[src/lfdc_pkg.sv]
// Shared types and constants for the line follower drive control block.
// Depends on nothing; used by every module under src.
`default_nettype none

package lfdc_pkg;

    // Motor drive codes
    localparam logic [1:0] DRV_STOP = 2'd0;
    localparam logic [1:0] DRV_FWD  = 2'd1;
    localparam logic [1:0] DRV_REV  = 2'd2;

    // Remote command characters (uppercase ASCII)
    localparam logic [7:0] CMD_F = 8'h46;
    localparam logic [7:0] CMD_B = 8'h42;
    localparam logic [7:0] CMD_R = 8'h52;
    localparam logic [7:0] CMD_L = 8'h4C;
    localparam logic [7:0] CMD_S = 8'h53;
    localparam logic [7:0] CMD_G = 8'h47;
    localparam logic [7:0] CMD_I = 8'h49;
    localparam logic [7:0] CMD_H = 8'h48;
    localparam logic [7:0] CMD_J = 8'h4A;

    // Line sensor patterns {front, right, left}, right and left already inverted
    localparam logic [2:0] PAT_ALL    = 3'b111;
    localparam logic [2:0] PAT_FRONT  = 3'b100;
    localparam logic [2:0] PAT_FR     = 3'b110;
    localparam logic [2:0] PAT_FL     = 3'b101;
    localparam logic [2:0] PAT_RIGHT  = 3'b010;
    localparam logic [2:0] PAT_LEFT   = 3'b001;

    // Configuration register indexes and reset values
    localparam int          CFG_ADDR_W = 4;
    localparam logic [1:0]  REG_NEAR    = 2'd0;
    localparam logic [1:0]  REG_LIMIT   = 2'd1;
    localparam logic [1:0]  REG_ADVANCE = 2'd2;
    localparam logic [15:0] NEAR_RST    = 16'd4372;
    localparam logic [15:0] LIMIT_RST   = 16'd3000;
    localparam logic [15:0] ADVANCE_RST = 16'd2000;

    typedef struct packed {
        logic [15:0] near_width_us;
        logic [15:0] search_limit_ms;
        logic [15:0] advance_ms;
    } t_cfg;

    typedef struct packed {
        logic        front_line;
        logic        right_raw;
        logic        left_raw;
        logic        remote_mode;
        logic        byte_valid;
        logic [7:0]  command_byte;
        logic [15:0] echo_width_us;
        logic [7:0]  step_ms;
    } t_item;

    typedef struct packed {
        logic [1:0]  right_last;
        logic [1:0]  left_last;
        logic        search_active;
        logic [15:0] search_elapsed;
        logic [15:0] hold_remaining;
    } t_state;

    typedef struct packed {
        logic [1:0] right_drive;
        logic [1:0] left_drive;
        logic       advancing;
    } t_result;

endpackage

`default_nettype wire

[src/lfdc_cfg_regs.sv]
// APB-style configuration registers: near width, search limit, advance time.
// Depends on lfdc_pkg for register indexes, reset values and t_cfg.
`default_nettype none

module lfdc_cfg_regs (
    input  wire logic                            i_clk,
    input  wire logic                            i_rst_n,
    input  wire logic                            psel,
    input  wire logic                            penable,
    input  wire logic                            pwrite,
    input  wire logic [lfdc_pkg::CFG_ADDR_W-1:0] paddr,
    input  wire logic [31:0]                     pwdata,
    output logic      [31:0]                     prdata,
    output logic                                 pready,
    output lfdc_pkg::t_cfg                       o_cfg
);

    lfdc_pkg::t_cfg r_cfg;
    logic [1:0]     reg_idx;
    logic           wr_en;

    assign reg_idx = paddr[3:2];
    assign wr_en   = psel & penable & pwrite;
    assign pready  = 1'b1;
    assign o_cfg   = r_cfg;

    always_ff @(posedge i_clk) begin
        if (!i_rst_n) begin
            r_cfg.near_width_us   <= lfdc_pkg::NEAR_RST;
            r_cfg.search_limit_ms <= lfdc_pkg::LIMIT_RST;
            r_cfg.advance_ms      <= lfdc_pkg::ADVANCE_RST;
        end else if (wr_en) begin
            unique case (reg_idx)
                lfdc_pkg::REG_NEAR:    r_cfg.near_width_us   <= pwdata[15:0];
                lfdc_pkg::REG_LIMIT:   r_cfg.search_limit_ms <= pwdata[15:0];
                lfdc_pkg::REG_ADVANCE: r_cfg.advance_ms      <= pwdata[15:0];
                default: ;
            endcase
        end
    end

    always_comb begin
        unique case (reg_idx)
            lfdc_pkg::REG_NEAR:    prdata = {16'd0, r_cfg.near_width_us};
            lfdc_pkg::REG_LIMIT:   prdata = {16'd0, r_cfg.search_limit_ms};
            lfdc_pkg::REG_ADVANCE: prdata = {16'd0, r_cfg.advance_ms};
            default:               prdata = 32'd0;
        endcase
    end

endmodule

`default_nettype wire

[src/lfdc_step.sv]
// Combinational control step: escape hold, remote decode, line follow, search.
// Depends on lfdc_pkg for drive codes, command characters and structs.
`default_nettype none

module lfdc_step (
    input  lfdc_pkg::t_item   i_item,
    input  lfdc_pkg::t_cfg    i_cfg,
    input  lfdc_pkg::t_state  i_state,
    output lfdc_pkg::t_state  o_state,
    output lfdc_pkg::t_result o_result
);

    logic [15:0] hold_dec;
    logic [16:0] elapsed_sum;
    logic [15:0] elapsed_new;
    logic [2:0]  pattern;
    logic        near;
    logic [1:0]  rd;
    logic [1:0]  ld;
    logic        adv;

    assign hold_dec = (i_state.hold_remaining > {8'd0, i_item.step_ms})
                    ? i_state.hold_remaining - {8'd0, i_item.step_ms} : 16'd0;
    assign elapsed_sum = {1'b0, i_state.search_elapsed} + {9'd0, i_item.step_ms};
    assign elapsed_new = !i_state.search_active ? 16'd0
                       : (elapsed_sum[16] ? 16'hFFFF : elapsed_sum[15:0]);
    assign pattern = {i_item.front_line, ~i_item.right_raw, ~i_item.left_raw};
    assign near    = i_item.echo_width_us <= i_cfg.near_width_us;

    always_comb begin
        o_state                = i_state;
        o_state.hold_remaining = hold_dec;
        rd  = lfdc_pkg::DRV_STOP;
        ld  = lfdc_pkg::DRV_STOP;
        adv = 1'b0;
        priority if (hold_dec != 16'd0) begin
            // escape still running: ignore everything else
            rd  = lfdc_pkg::DRV_FWD;
            ld  = lfdc_pkg::DRV_FWD;
            adv = 1'b1;
        end else if (i_item.remote_mode) begin
            if (i_item.byte_valid) begin
                unique case (i_item.command_byte)
                    lfdc_pkg::CMD_F: begin rd = lfdc_pkg::DRV_FWD;  ld = lfdc_pkg::DRV_FWD;  end
                    lfdc_pkg::CMD_B: begin rd = lfdc_pkg::DRV_REV;  ld = lfdc_pkg::DRV_REV;  end
                    lfdc_pkg::CMD_R: begin rd = lfdc_pkg::DRV_REV;  ld = lfdc_pkg::DRV_FWD;  end
                    lfdc_pkg::CMD_L: begin rd = lfdc_pkg::DRV_FWD;  ld = lfdc_pkg::DRV_REV;  end
                    lfdc_pkg::CMD_G: begin rd = lfdc_pkg::DRV_FWD;  ld = lfdc_pkg::DRV_STOP; end
                    lfdc_pkg::CMD_I: begin rd = lfdc_pkg::DRV_STOP; ld = lfdc_pkg::DRV_FWD;  end
                    lfdc_pkg::CMD_H: begin rd = lfdc_pkg::DRV_REV;  ld = lfdc_pkg::DRV_STOP; end
                    lfdc_pkg::CMD_J: begin rd = lfdc_pkg::DRV_STOP; ld = lfdc_pkg::DRV_REV;  end
                    lfdc_pkg::CMD_S: begin rd = lfdc_pkg::DRV_STOP; ld = lfdc_pkg::DRV_STOP; end
                    default:         begin rd = lfdc_pkg::DRV_STOP; ld = lfdc_pkg::DRV_STOP; end
                endcase
            end
        end else if (near) begin
            o_state.search_active  = 1'b0;
            o_state.search_elapsed = 16'd0;
            unique case (pattern)
                lfdc_pkg::PAT_ALL,
                lfdc_pkg::PAT_FRONT: begin rd = lfdc_pkg::DRV_FWD;  ld = lfdc_pkg::DRV_FWD;  end
                lfdc_pkg::PAT_FR:    begin rd = lfdc_pkg::DRV_STOP; ld = lfdc_pkg::DRV_FWD;  end
                lfdc_pkg::PAT_FL:    begin rd = lfdc_pkg::DRV_FWD;  ld = lfdc_pkg::DRV_STOP; end
                lfdc_pkg::PAT_RIGHT: begin rd = lfdc_pkg::DRV_REV;  ld = lfdc_pkg::DRV_FWD;  end
                lfdc_pkg::PAT_LEFT:  begin rd = lfdc_pkg::DRV_FWD;  ld = lfdc_pkg::DRV_REV;  end
                default: begin
                    // no usable pattern: hold the last drive
                    rd = i_state.right_last;
                    ld = i_state.left_last;
                end
            endcase
        end else if (elapsed_new >= i_cfg.search_limit_ms) begin
            o_state.search_active  = 1'b0;
            o_state.search_elapsed = 16'd0;
            o_state.hold_remaining = i_cfg.advance_ms;
            rd  = lfdc_pkg::DRV_FWD;
            ld  = lfdc_pkg::DRV_FWD;
            adv = 1'b1;
        end else begin
            o_state.search_active  = 1'b1;
            o_state.search_elapsed = elapsed_new;
            rd = lfdc_pkg::DRV_FWD;
            ld = lfdc_pkg::DRV_REV;
        end
        o_state.right_last   = rd;
        o_state.left_last    = ld;
        o_result.right_drive = rd;
        o_result.left_drive  = ld;
        o_result.advancing   = adv;
    end

endmodule

`default_nettype wire

[src/line_follower_drive_control.sv]
// Top level of the line follower drive control block.
// Depends on lfdc_pkg, lfdc_cfg_regs and lfdc_step.
//
// Usage:
//   Input channel (i_in_valid / o_in_stall) carries one control step per item:
//   line sensors, remote-mode pin, optional command byte, echo width and the
//   milliseconds elapsed since the previous step. Output channel
//   (o_out_valid / i_out_stall) returns one drive item per input item:
//   right and left drive codes and the escape flag.
//   An accepted item lands in the input register; when the result register is
//   free it passes through the step logic into that register, which also
//   updates the controller state (last drive, search timer, escape hold). One
//   item per cycle is sustained while the receiver does not stall; the state
//   feedback through the step logic allows that. When the receiver stalls, the
//   result register holds; the input register keeps taking one item and then
//   stall is raised toward the sender. Synchronous active-low reset empties
//   both registers, sets the last drive to stop, clears the timers and
//   restores the configuration defaults. The user must write configuration
//   over the APB-style port only while the block is idle; it is not enforced.
`default_nettype none

module line_follower_drive_control (
    input  wire logic                            i_clk,
    input  wire logic                            i_rst_n,
    // configuration port
    input  wire logic                            psel,
    input  wire logic                            penable,
    input  wire logic                            pwrite,
    input  wire logic [lfdc_pkg::CFG_ADDR_W-1:0] paddr,
    input  wire logic [31:0]                     pwdata,
    output logic      [31:0]                     prdata,
    output logic                                 pready,
    // input channel
    input  wire logic                            i_in_valid,
    output logic                                 o_in_stall,
    input  wire logic                            i_front_line,
    input  wire logic                            i_right_raw,
    input  wire logic                            i_left_raw,
    input  wire logic                            i_remote_mode,
    input  wire logic                            i_byte_valid,
    input  wire logic [7:0]                      i_command_byte,
    input  wire logic [15:0]                     i_echo_width_us,
    input  wire logic [7:0]                      i_step_ms,
    // output channel
    output logic                                 o_out_valid,
    input  wire logic                            i_out_stall,
    output logic      [1:0]                      o_right_drive,
    output logic      [1:0]                      o_left_drive,
    output logic                                 o_advancing
);

    lfdc_pkg::t_cfg    cfg;
    lfdc_pkg::t_item   r_item;
    logic              r_in_vld;
    lfdc_pkg::t_state  r_state;
    lfdc_pkg::t_state  n_state;
    lfdc_pkg::t_result r_result;
    lfdc_pkg::t_result n_result;
    logic              r_out_vld;
    logic              advance;
    logic              take;

    lfdc_cfg_regs u_cfg (
        .i_clk   (i_clk),
        .i_rst_n (i_rst_n),
        .psel    (psel),
        .penable (penable),
        .pwrite  (pwrite),
        .paddr   (paddr),
        .pwdata  (pwdata),
        .prdata  (prdata),
        .pready  (pready),
        .o_cfg   (cfg)
    );

    lfdc_step u_step (
        .i_item   (r_item),
        .i_cfg    (cfg),
        .i_state  (r_state),
        .o_state  (n_state),
        .o_result (n_result)
    );

    // Move the held item into the result register whenever that slot frees up.
    assign advance    = r_in_vld & (~r_out_vld | ~i_out_stall);
    // Stall the sender only while the input register is full and cannot drain.
    assign o_in_stall = r_in_vld & ~advance;
    assign take       = i_in_valid & ~o_in_stall;

    // Input register: control bit
    always_ff @(posedge i_clk) begin
        if (!i_rst_n) begin
            r_in_vld <= 1'b0;
        end else if (take) begin
            r_in_vld <= 1'b1;
        end else if (advance) begin
            r_in_vld <= 1'b0;
        end
    end

    // Input register: payload, no reset needed
    always_ff @(posedge i_clk) begin
        if (take) begin
            r_item.front_line    <= i_front_line;
            r_item.right_raw     <= i_right_raw;
            r_item.left_raw      <= i_left_raw;
            r_item.remote_mode   <= i_remote_mode;
            r_item.byte_valid    <= i_byte_valid;
            r_item.command_byte  <= i_command_byte;
            r_item.echo_width_us <= i_echo_width_us;
            r_item.step_ms       <= i_step_ms;
        end
    end

    // Controller state advances together with each item that leaves the input register.
    always_ff @(posedge i_clk) begin
        if (!i_rst_n) begin
            r_state.right_last     <= lfdc_pkg::DRV_STOP;
            r_state.left_last      <= lfdc_pkg::DRV_STOP;
            r_state.search_active  <= 1'b0;
            r_state.search_elapsed <= 16'd0;
            r_state.hold_remaining <= 16'd0;
        end else if (advance) begin
            r_state <= n_state;
        end
    end

    // Result register: valid drops once the receiver takes the item.
    always_ff @(posedge i_clk) begin
        if (!i_rst_n) begin
            r_out_vld <= 1'b0;
        end else if (advance) begin
            r_out_vld <= 1'b1;
        end else if (~i_out_stall) begin
            r_out_vld <= 1'b0;
        end
    end

    always_ff @(posedge i_clk) begin
        if (advance) begin
            r_result <= n_result;
        end
    end

    assign o_out_valid   = r_out_vld;
    assign o_right_drive = r_result.right_drive;
    assign o_left_drive  = r_result.left_drive;
    assign o_advancing   = r_result.advancing;

endmodule

`default_nettype wire
[config.mk]
export PLATFORM = sky130hd
export DESIGN_NAME = line_follower_drive_control
export DESIGN_NICKNAME = d
export VERILOG_FILES = /design/src/lfdc_pkg.sv /design/src/lfdc_cfg_regs.sv /design/src/lfdc_step.sv /design/src/line_follower_drive_control.sv
export SDC_FILE = /design/constraint.sdc
export NUM_CORES = 1
export LEC_CHECK = 0
export BUFFER_PORTS_ARGS = -buffer_cell sky130_fd_sc_hd__buf_4
export CELL_PAD_IN_SITES_DETAIL_PLACEMENT = 0
export CELL_PAD_IN_SITES_GLOBAL_PLACEMENT = 1
export CORE_MARGIN = 5
export CORE_UTILIZATION = 44
export DETAILED_ROUTE_END_ITERATION = 6
export GPL_TIMING_DRIVEN = 0
export PLACE_DENSITY_LB_ADDON = 0.05
export REMOVE_ABC_BUFFERS = 1
export SYNTH_ARGS = -nofsm -noshare
export SYNTH_HDL_FRONTEND = slang
export SYNTH_HIERARCHICAL = 1
export SYNTH_SLANG_ARGS = --single-unit
[constraint.sdc]
create_clock -name i_clk -period 4.9 [get_ports i_clk]
set_input_delay 0.245 -clock i_clk [delete_from_list [all_inputs] [get_ports i_clk]]
set_output_delay 0.245 -clock i_clk [all_outputs]
set_load 0.01 [all_outputs]
==> reports/qor.csv, run 1 <==
stage,metric,value,unit
die,FP Rows,49,
grt,vias in the first global route,6369,
critical_path,"slowest stage cell, crit path",or4_4,
clock_tree,clock sinks,129,
die,Die X,145.5,µm
synth,sequential element share of the synthesized area,0.3716,
layout,"most common cell after layout, fill and taps aside",nand2_1,
die,Core Area,18020,µm²
critical_path,Critical Path Sink Type,register,
route,Avg WL per Cell,16.92,µm
clock_tree,H-tree levels,4,
route,"wirelength, routed",20640,µm
grt,Most Crowded Layer GR,met2,
critical_path,Setup Crit Path Kind,register to register,
critical_path,Critical Path Fanout Max,5,
hold_path,Hold Path Class,input port to register,
sta,worst hold slack,56.23,ps
critical_path,Buf/Inv on CP,2,
critical_path,CP peak stage delay,450,ps
sta,Final period util,0.9427,
layout,ANT cells,0,
die,Die ar.,21170,µm²
synth,post-synth top area share,0.2155,
clock_tree,clock-pin slew on the worst setup and hold paths,60,ps
critical_path,Critical Path Start Type,register,
route,initial DRC count,314,
route,Final ANT Viol Nets,0,
clock_tree,Root Driver,clkbuf_16,
critical_path,flop2flop setup slack,280,ps
critical_path,crit path cell chain,"ha_1, a211oi_1, nor2_1, or4_4, a221oi_4, buf_4, nor2b_1, or2_2, o211ai_1, inv_1, ha_1, nand4_1, nor3_1, a221o_1, a21oi_1, or2_2, nor2_4, mux2_2, nand2_1, mux2i_1",
route,number of remaining DRC errors,0,
grt,largest net degree at the start of global routing,146,
clock_tree,clk_lat worst skew,410,ps
layout,final net count,1108,
sta,Final Max Slew Viols,0,
grt,GR Util All Layers,0.1944,
sta,fmax,0.2165,GHz
synth,Synth Instances,877,
grt,grt met2 use,0.3171,
placement,placed insts,1144,
die,Initial Utilization,0.4483,
layout,Area Growth Syn to Fin,20.83,%
grt,GR Util met3,0.04391,
power,Peak supply drop,407.1,µV
power,Total Power,0.004022,W
critical_path,WP data required,5190,ps
critical_path,crit path DAT,4910,ps
layout,layout cell share with drive strength beyond 1,0.1645,
run,max_cap viols,0,
sta,Worst Tran Pin Value,748.7,ps
synth,Synth area leaders,"dfxtp_1 (22%), edfxtp_1 (16%), mux2i_1 (12%)",
clock_tree,Clock Path Buffers,2,
die,Die H,145.5,µm
sta,Slew HR,0.4982,
sta,final setup vio count,0,
route,routed vias,6455,
clock_tree,CTS buffer count,17,
layout,# fillers,1645,
synth,"Distinct cells, synth",77,
placement,RePlAce Congestion,0.8622,
grt,antenna violations before repair,0,
power,power density over the cells,412.0,nW/µm²
layout,sequential cell area,3003,µm²
critical_path,"delay-heaviest family, CP",simple AND/OR/NAND/NOR gates,
synth,syn_area_per_cell,9.214,µm²
power,Leak Pwr,4.174,nW
synth,Main synth FF type,dfxtp_1,
route,drt pass-1 iters,6,
sta,Tmin final,4619,ps
placement,Port Buffers,84,
synth,count of state elements after synthesis,129,
grt,first-pass GRT wire length,33650,µm
sta,Final TNS setup,0,ps
status,status,completed,
synth,asr flop ratio synth,0,
grt,gr ovfl total,0,
layout,"commonest non-fill, non-tap cells in the layout","nand2_1 (151), mux2i_1 (95), buf_4 (88)",
sta,clock skew,11.86,ps
route,via density per instance,5.291,
synth,Post-synth EDFFs,42,
layout,Post-Layout Cell Count,1220,
synth,Mapped Area,8080,µm²
die,IO Pins,120,
sta,final hold viol count,0,
layout,area of the multi-input gates,4478,µm²
synth,YS warnings,6,
synth,Synth area leader,dfxtp_1,
placement,DP Wirelength,15080,µm
grt,GR Layer Usage met1,0.2631,
layout,Final Util,0.5416,
clock_tree,TritonCTS clock tree,yes,
==> final timing paths <==
kind,from,endpoint,cells past startpoint
max,r_item[1],r_state[12],20
min,i_in_valid,r_in_vld,2
max reg2reg,r_item[1],r_state[12],20
min reg2reg,r_state[3],r_state[3],2
==> timing repair <==
item / CTS / global route
hold buffers: 36 / 1
buffers inserted: 4 / 2
setup endpoints to repair: 33 / 37
gates resized for setup: 5 / 6
pin swaps: 1 / 2
gates cloned: 0 / 0
endpoints found under the hold margin: 36 / 1
==> cells in the mapped netlist (all sizes together) (4+ instances only) <==
| cell type | instances |
|---|---|
| a22o | 8 |
| or2 | 6 |
| nand4 | 7 |
| xnor2 | 10 |
| a211oi | 7 |
| nand2 | 152 |
| a31oi | 4 |
| mux2i | 95 |
| buf | 56 |
| nor4 | 6 |
| nor2 | 32 |
| clkbuf | 10 |
| and3 | 7 |
| o21ai | 41 |
| o21a | 9 |
| xor2 | 5 |
| nand2b | 12 |
| ha | 48 |
| nand3 | 19 |
| o2bb2ai | 24 |
| a21oi | 24 |
| edfxtp | 42 |
| dfxtp | 87 |
| o211ai | 8 |
| nor2b | 25 |
| nor3 | 13 |
| a21o | 8 |
| inv | 62 |
==> area by class of cell <==
cell class,instances,area share
multi-input combinational,635,0.4587
sequential,129,0.3076
timing repair buffer,133,0.1216
clock buffer,20,0.04908
tap,229,0.02935
inverter,62,0.02384
clock inverter,12,0.009868
==> power by group <==
group	internal (W)	switching [W]
logic	0.000653	0.000852
clock network	0.000717	0.000500
registers	0.00122	0.0000847
==> flip-flops by register name (all words and copies together) (netlist names) <==
register,cells
o_advancing,1
o_left_drive,2
o_out_valid,1
o_right_drive,2
r_in_vld,1
r_item,37
r_state,37
u_cfg/o_cfg,48
==> metal layers <==
metal / wire (µm) / up-vias
li1: - / 3262
met1: 9668 / 3024
met2: 9789 / 151
met3: 893 / 18
met4: 286 / 0
met5: 0 / -
==> metrics by stage <==
step | instance area [µm²] | setup slack, ps
6_report | 9763 | 281.0
5_1_grt | 9763 | -27.30
4_1_cts | 9693 | 59.37
3_5_place_dp | 8685 | -447.6
3_3_place_gp | 8563 | -361.2
2_1_floorplan | 7646 | 485.8
==> logic make-up (layout without fill, tap and decap cells) <==
family | Yosys count | in the layout | share of synthesized area
buffers and inverters | 128 | 227 | 0.08950
other | 2 | 17 | 0.0009294
DFF | 129 | 129 | 0.3716
muxes | 97 | 97 | 0.1205
and+or+nand+nor | 298 | 298 | 0.1801
adders and majority gates | 52 | 52 | 0.08176
xor gates and xnor gates | 15 | 15 | 0.01626
AOI/OAI and AO/OA | 156 | 156 | 0.1394
Power figures use the tool's default switching activity.
==> inputs of run 2 (changes only) <==
Settings changed: ABC_AREA set to 1, CORE_UTILIZATION 44 to 42.
==> run 2 against run 1 <==
Compared with the run above:
- the flow now finishes with violations (DRC)
- combinational power decreased by 57%
- synthesized area rose by 13%
- worst setup slack gained 150 ps
- critical path depth grew 4
- synthesized cell count is 59% higher
- highest routed layer unchanged
==> reports/qor.csv, run 2 <==
stage,metric,value,unit
synth,Synth Instances,1394,
critical_path,Setup Crit Path Kind,register to register,
route,routed vias,8635,
grt,largest net degree at the start of global routing,87,
layout,layout cell share with drive strength beyond 1,0.1148,
grt,antenna violations before repair,0,
die,Die H,157.2,µm
run,max_cap viols,0,
sta,Final period util,0.9130,
layout,Final Util,0.5074,
critical_path,FF-to-FF path depth,24,
placement,Port Buffers,84,
synth,Synth area leaders,"dfxtp_1 (19%), nand2_1 (18%), edfxtp_1 (14%)",
synth,Mapped Area,9097,µm²
die,IO Pins,120,
sta,Final Max Slew Viols,0,
synth,post-synth top area share,0.1914,
clock_tree,TritonCTS clock tree,yes,
synth,"Distinct cells, synth",40,
critical_path,Reg2Reg Launch Point,r_item[0],
sta,Tmin final,4474,ps
power,Clk network pwr share,0.424,
die,Initial Utilization,0.4301,
sta,final setup vio count,0,
grt,vias in the first global route,8159,
synth,sequential element share of the synthesized area,0.3301,
layout,Post-Layout Cell Count,1765,
layout,Area Growth Syn to Fin,17.99,%
die,FP Rows,53,
placement,RePlAce Congestion,0.8272,
sta,Slew HR,0.2126,
synth,most frequent cell after synthesis,nand2_1,
critical_path,Critical Path Fanout Max,14,
status,violated checks,DRC,
hold_path,min-delay src,pwdata[12],
route,initial DRC count,520,
critical_path,flop2flop setup slack,430,ps
clock_tree,clock-pin slew on the worst setup and hold paths,60,ps
grt,GR Util All Layers,0.2107,
layout,ANT cells,0,
grt,first-pass GRT wire length,41820,µm
power,Total Power,0.003241,W
clock_tree,Root Driver,clkbuf_16,
route,drt pass-1 iters,7,
power,switching power,0.001007,W
hold_path,Hold Path Class,input port to register,
critical_path,reg2reg end,r_state[11],
sta,fmax,0.2235,GHz
route,Avg WL per Cell,14.54,µm
power,power density over the cells,302.0,nW/µm²
clock_tree,clock sinks,129,
power,Reg power frac,0.374,
die,Die X,157.2,µm
hold_path,Hold Path Sink,u_cfg/o_cfg[44],
power,Leak Pwr,5.445,nW
route,"wirelength, routed",25660,µm
sta,clock skew,10.81,ps
route,number of remaining DRC errors,1,
synth,asr flop ratio synth,0,
synth,Post-synth EDFFs,42,
layout,"commonest non-fill, non-tap cells in the layout","nand2_1 (433), inv_1 (194), nand3_1 (177)",
sta,RSZ-0062 raised after global routing,no,
synth,Synth area leader,dfxtp_1,
clock_tree,H-tree levels,4,
route,via density per instance,4.892,
power,Comb pwr share,0.202,
die,Core Area,21150,µm²
sta,final hold viol count,0,
die,Die ar.,24700,µm²
hold_path,Min-Delay Path Depth,3,
critical_path,crit path DAT,4840,ps
clock_tree,Clock Path Buffers,2,
route,Final ANT Viol Nets,0,
sta,Worst Tran Pin Value,1178,ps
synth,Main synth FF type,dfxtp_1,
status,status,finished with violations,
grt,gr ovfl total,0,
placement,placed insts,1693,
sta,Final TNS setup,0,ps
power,Peak supply drop,193.5,µV
critical_path,Critical Path Start Type,register,
synth,Post-synth top cells,"nand2_1 (436), inv_1 (195), nand3_1 (178)",
layout,"most common cell after layout, fill and taps aside",nand2_1,
synth,count of state elements after synthesis,129,
layout,final net count,1607,
power,Internal,0.002234,W
synth,YS warnings,6,
layout,max FFs per register,48,
clock_tree,CTS buffer count,17,
critical_path,Critical Path Sink Type,register,
power,Sw Share,0.3107,
synth,syn_area_per_cell,6.526,µm²
clock_tree,clk_lat worst skew,430,ps
placement,DP Wirelength,18030,µm
critical_path,WP data required,5270,ps
## run 2: changes by cell type in the layout (fill, tap and decap cells not counted), moves of 39 or more
cell	change
nand2_1	+282
nor2_1	+126
a21oi_1	+39
mux2i_1	-95
inv_1	+132
nand3_1	+159
## run 2: how the worst max path moves through the flow
| stage | end | slack (ps) | cells past startpoint | start |
|---|---|---|---|---|
| 2_1_floorplan | r_state[34] | 190 | 24 | r_item[0] |
| 6_report | r_state[11] | 430 | 24 | r_item[0] |
| 5_1_grt | r_state[34] | 40 | 27 | r_item[0] |
| 3_5_place_dp | r_state[34] | -1340 | 24 | r_item[0] |
| 4_1_cts | r_state[34] | 240 | 27 | r_item[0] |
| 3_3_place_gp | r_state[34] | -1520 | 24 | r_item[0] |
## run 2: layer usage
| metal | vias up | GRT usage | wire, µm |
|---|---|---|---|
| li1 | 4523 | - | - |
| met4 | 0 | 0.05285 | 379 |
| met5 | - | 0 | 0 |
| met1 | 3914 | 0.2905 | 12500 |
| met3 | 19 | 0.03382 | 1032 |
| met2 | 179 | 0.3464 | 11750 |
## run 2: worst max-delay path, cell delays in order, from the launching register on
cell and delay [ps]:
edfxtp_1 450, ha_1 270, fa_1 450, nand3_1 110
nand2_1 120, nand2_1 100, nand2_1 130, nand2_4 220
nand3_1 100, nand2_1 90, inv_1 60, ha_1 290
nand2_1 90, nor4_1 390, nand2_1 230, nand3_4 270
nand2_4 130, nor2_4 180, buf_12 170, nand3_2 140
nand2_1 140, inv_1 50, nand3_1 70, nand2_1 50
nor2_1 110
## run 2: layout make-up
type,instances,area (µm²)
Clock buffer,18,429.2
Inverter,198,743.2
Multi-Input combinational cell,1004,4915
Tap cell,275,344.1
Timing Repair Buffer,127,1106
Sequential cell,129,3004
Clock inverter,14,192.7
Fill cell,2149,10420
## run 2: power groups by stage
stage	Combinational [W]	Sequential [W]	Clock, W
after floorplan	0.000434	0.00122	0
after global placement	0.000606	0.00124	0
after detailed placement	0.000623	0.00123	0
after CTS	0.000652	0.00121	0.00141
after global routing	0.000753	0.00122	0.00145
final	0.000656	0.00121	0.00137
## run 2: cell families (layout without fill, tap and decap cells)
group	Yosys count	after routing	synth area share
AO/OA/AOI/OAI	94	94	0.05446
other	2	17	0.0008255
flip-flops	129	129	0.3301
adder cells (fa/ha/maj)	50	50	0.07042
AND/OR/NAND/NOR	834	835	0.3943
buffers and inverters	277	357	0.1422
XOR/XNOR	8	8	0.007702
## run 2: repair_timing
| action | 4_1_cts | 5_1_grt |
|---|---|---|
| cloned | 0 | 1 |
| hold endpoints to repair | 37 | 0 |
| pin swaps | 1 | 0 |
| hold buffers | 37 | 0 |
| endpoints found under the setup margin | 38 | 13 |
| resized for setup | 6 | 4 |
| setup buffers | 1 | 0 |
## run 2: per-stage QoR
step                      cell area, µm²  setup slack (ps)  hold slack [ps]
after global routing               10730             42.45            44.14
after floorplan                     8603             185.9            329.6
after CTS                          10700             240.7            26.05
after detailed placement            9658             -1341            424.4
after global placement              9578             -1525            423.0
final                              10730             426.1            42.25
==> inputs of run 3 (changes only) <==
Settings changed: BUFFER_PORTS_ARGS -buffer_cell sky130_fd_sc_hd__buf_4 to unset, CORE_UTILIZATION 42 to 46, DONT_BUFFER_PORTS set to 1.
==> run 3 against run 2 <==
Compared with the run above:
- the run now ends clean
- sequential power about the same
- clock-buffer cell count is 1 lower
- clock power fell by 5%
- highest routed layer unchanged
- cell count shrank 4.5%
- fmax shrank 0.74%
- critical endpoint is now r_state[34]
==> reports/qor.csv, run 3 (synthesized netlist as in run 2, its figures left out) <==
stage,metric,value,unit
grt,first-pass GRT wire length,39410,µm
grt,gr ovfl total,0,
power,Reg power frac,0.389,
route,number of remaining DRC errors,0,
layout,Post-Layout Cell Count,1686,
clock_tree,clock-pin slew on the worst setup and hold paths,60,ps
die,IO Pins,120,
critical_path,Critical Path Start Type,register,
placement,RePlAce Congestion,0.8645,
route,DR WL met2,10970,µm
hold_path,Hold Path Class,input port to register,
sta,Final Max Slew Viols,0,
hold_path,Min-Delay Path Depth,2,
die,Die X,150.6,µm
sta,Tmin final,4507,ps
critical_path,Reg2Reg Launch Point,r_item[0],
sta,Slew HR,0.1208,
sta,final hold viol count,0,
placement,Placement Cell Area,9015,µm²
sta,Final TNS setup,0,ps
critical_path,CP most frequent cell,nand2_1,
critical_path,"slowest stage cell, crit path",edfxtp_1,
layout,Area Growth Syn to Fin,12.08,%
critical_path,reg2reg end,r_state[34],
route,M1 WL,11760,µm
clock_tree,clock sinks,129,
power,Clk network pwr share,0.418,
clock_tree,Root Driver,clkbuf_16,
critical_path,Critical Path Sink Type,register,
die,Die H,150.6,µm
hold_path,Hold Path Sink,r_in_vld,
critical_path,FF-to-FF path depth,26,
sta,final setup vio count,0,
power,Internal,0.002143,W
power,Comb pwr share,0.193,
route,via density per instance,4.902,
route,Final ANT Viol Nets,0,
grt,antenna violations before repair,0,
grt,vias in the first global route,7623,
die,Die ar.,22690,µm²
power,switching power,0.0009739,W
critical_path,Setup Crit Path Kind,register to register,
route,initial DRC count,511,
route,drt pass-1 iters,7,
placement,DP Wirelength,17140,µm
critical_path,crit path DAT,4870,ps
layout,"commonest non-fill, non-tap cells in the layout","nand2_1 (433), inv_1 (194), nand3_1 (177)",
route,met3 wire length,1343,µm
hold_path,min-delay src,i_out_stall,
critical_path,Critical Path Fanout Max,23,
power,power density over the cells,305.7,nW/µm²
clock_tree,CTS buffer count,17,
status,status,completed,
sta,Worst Tran Pin Value,1317,ps
placement,placed insts,1599,
route,routed vias,8264,
placement,worst slack at placement,-1230,ps
sta,fmax,0.2219,GHz
clock_tree,clk_lat worst skew,420,ps
die,FP Rows,51,
layout,layout cell share with drive strength beyond 1,0.06193,
critical_path,flop2flop setup slack,390,ps
route,highest metal used,met4,
grt,GR Util All Layers,0.2200,
layout,ANT cells,0,
grt,largest net degree at the start of global routing,87,
critical_path,Critical Path Source,r_item[0],
layout,"most common cell after layout, fill and taps aside",nand2_1,
clock_tree,H-tree levels,4,
run,max_cap viols,0,
sta,final setup margin,392.6,ps
layout,final net count,1538,
power,Sw Share,0.3125,
clock_tree,TritonCTS clock tree,yes,
critical_path,WP data required,5260,ps
sta,clock skew,6.710,ps
layout,max FFs per register,48,
placement,Port Buffers,0,
critical_path,CP peak stage delay,440,ps
power,Peak supply drop,213.1,µV
route,"wirelength, routed",24340,µm
layout,Final Cell Area,10200,µm²
power,Leak Pwr,5.058,nW
clock_tree,Clock Path Buffers,2,
sta,Final period util,0.9199,
power,Total Power,0.003117,W
route,Avg WL per Cell,14.44,µm
die,Core Area,19460,µm²
die,Initial Utilization,0.4674,
==> run 3: worst max-delay path by stage <==
stage	end	slack (ps)	depth (start not counted)
6_report	r_state[34]	390	26
3_5_place_dp	r_state[34]	-1230	24
4_1_cts	r_state[34]	70	24
2_1_floorplan	r_state[34]	190	24
5_1_grt	r_state[34]	-5	26
3_3_place_gp	r_state[34]	-1400	24
==> run 3: area by class of cell <==
class,instances,area (µm²)
timing repair buffer,59,628.1
tap,265,331.6
sequential,129,3004
multi-input combinational,1003,4896
fill,2048,9266
clock buffer,17,425.4
inverter,198,743.2
clock inverter,15,167.7
==> run 3: worst max-delay path, delay by kind of cell (launching register included) <==
kind                       cells  cell delay [ps]
AOI/OAI and AO/OA              3              530
DFF                            1              440
buffers and inverters          4              430
and+or+nand+nor               16             2060
adders and majority gates      3             1000
==> run 3: power groups by stage <==
stage                     sequential [W]  combinational [W]  clock (W)
after global placement           0.00124           0.000536          0
after floorplan                  0.00122           0.000434          0
after global routing             0.00122           0.000699    0.00138
final                            0.00121           0.000603    0.00130
after CTS                        0.00121           0.000600    0.00134
after detailed placement         0.00124           0.000549          0
==> run 3: per-stage QoR <==
step | utilization | hold slack [ps]
4_1_cts | 0.5220 | 6.313
2_1_floorplan | - | 329.6
3_5_place_dp | 0.4632 | 343.9
5_1_grt | 0.5239 | 24.04
3_3_place_gp | 0.4591 | 343.8
6_report | 0.5239 | 25.22
==> run 3: per-layer routing <==
layer | vias to the layer above | GRT usage
li1 | 4383 | -
met5 | - | 0
met3 | 16 | 0.05599
met4 | 0 | 0.04850
met1 | 3690 | 0.2952
met2 | 175 | 0.3590
==> run 3: what timing repair did <==
action | in CTS | in global routing
pin swaps | 0 | 1
endpoints found under the hold margin | 124 | 0
gates resized for setup | 5 | 2
hold buffers | 51 | 0
setup endpoints to repair | 27 | 19
setup buffers | 0 | 4
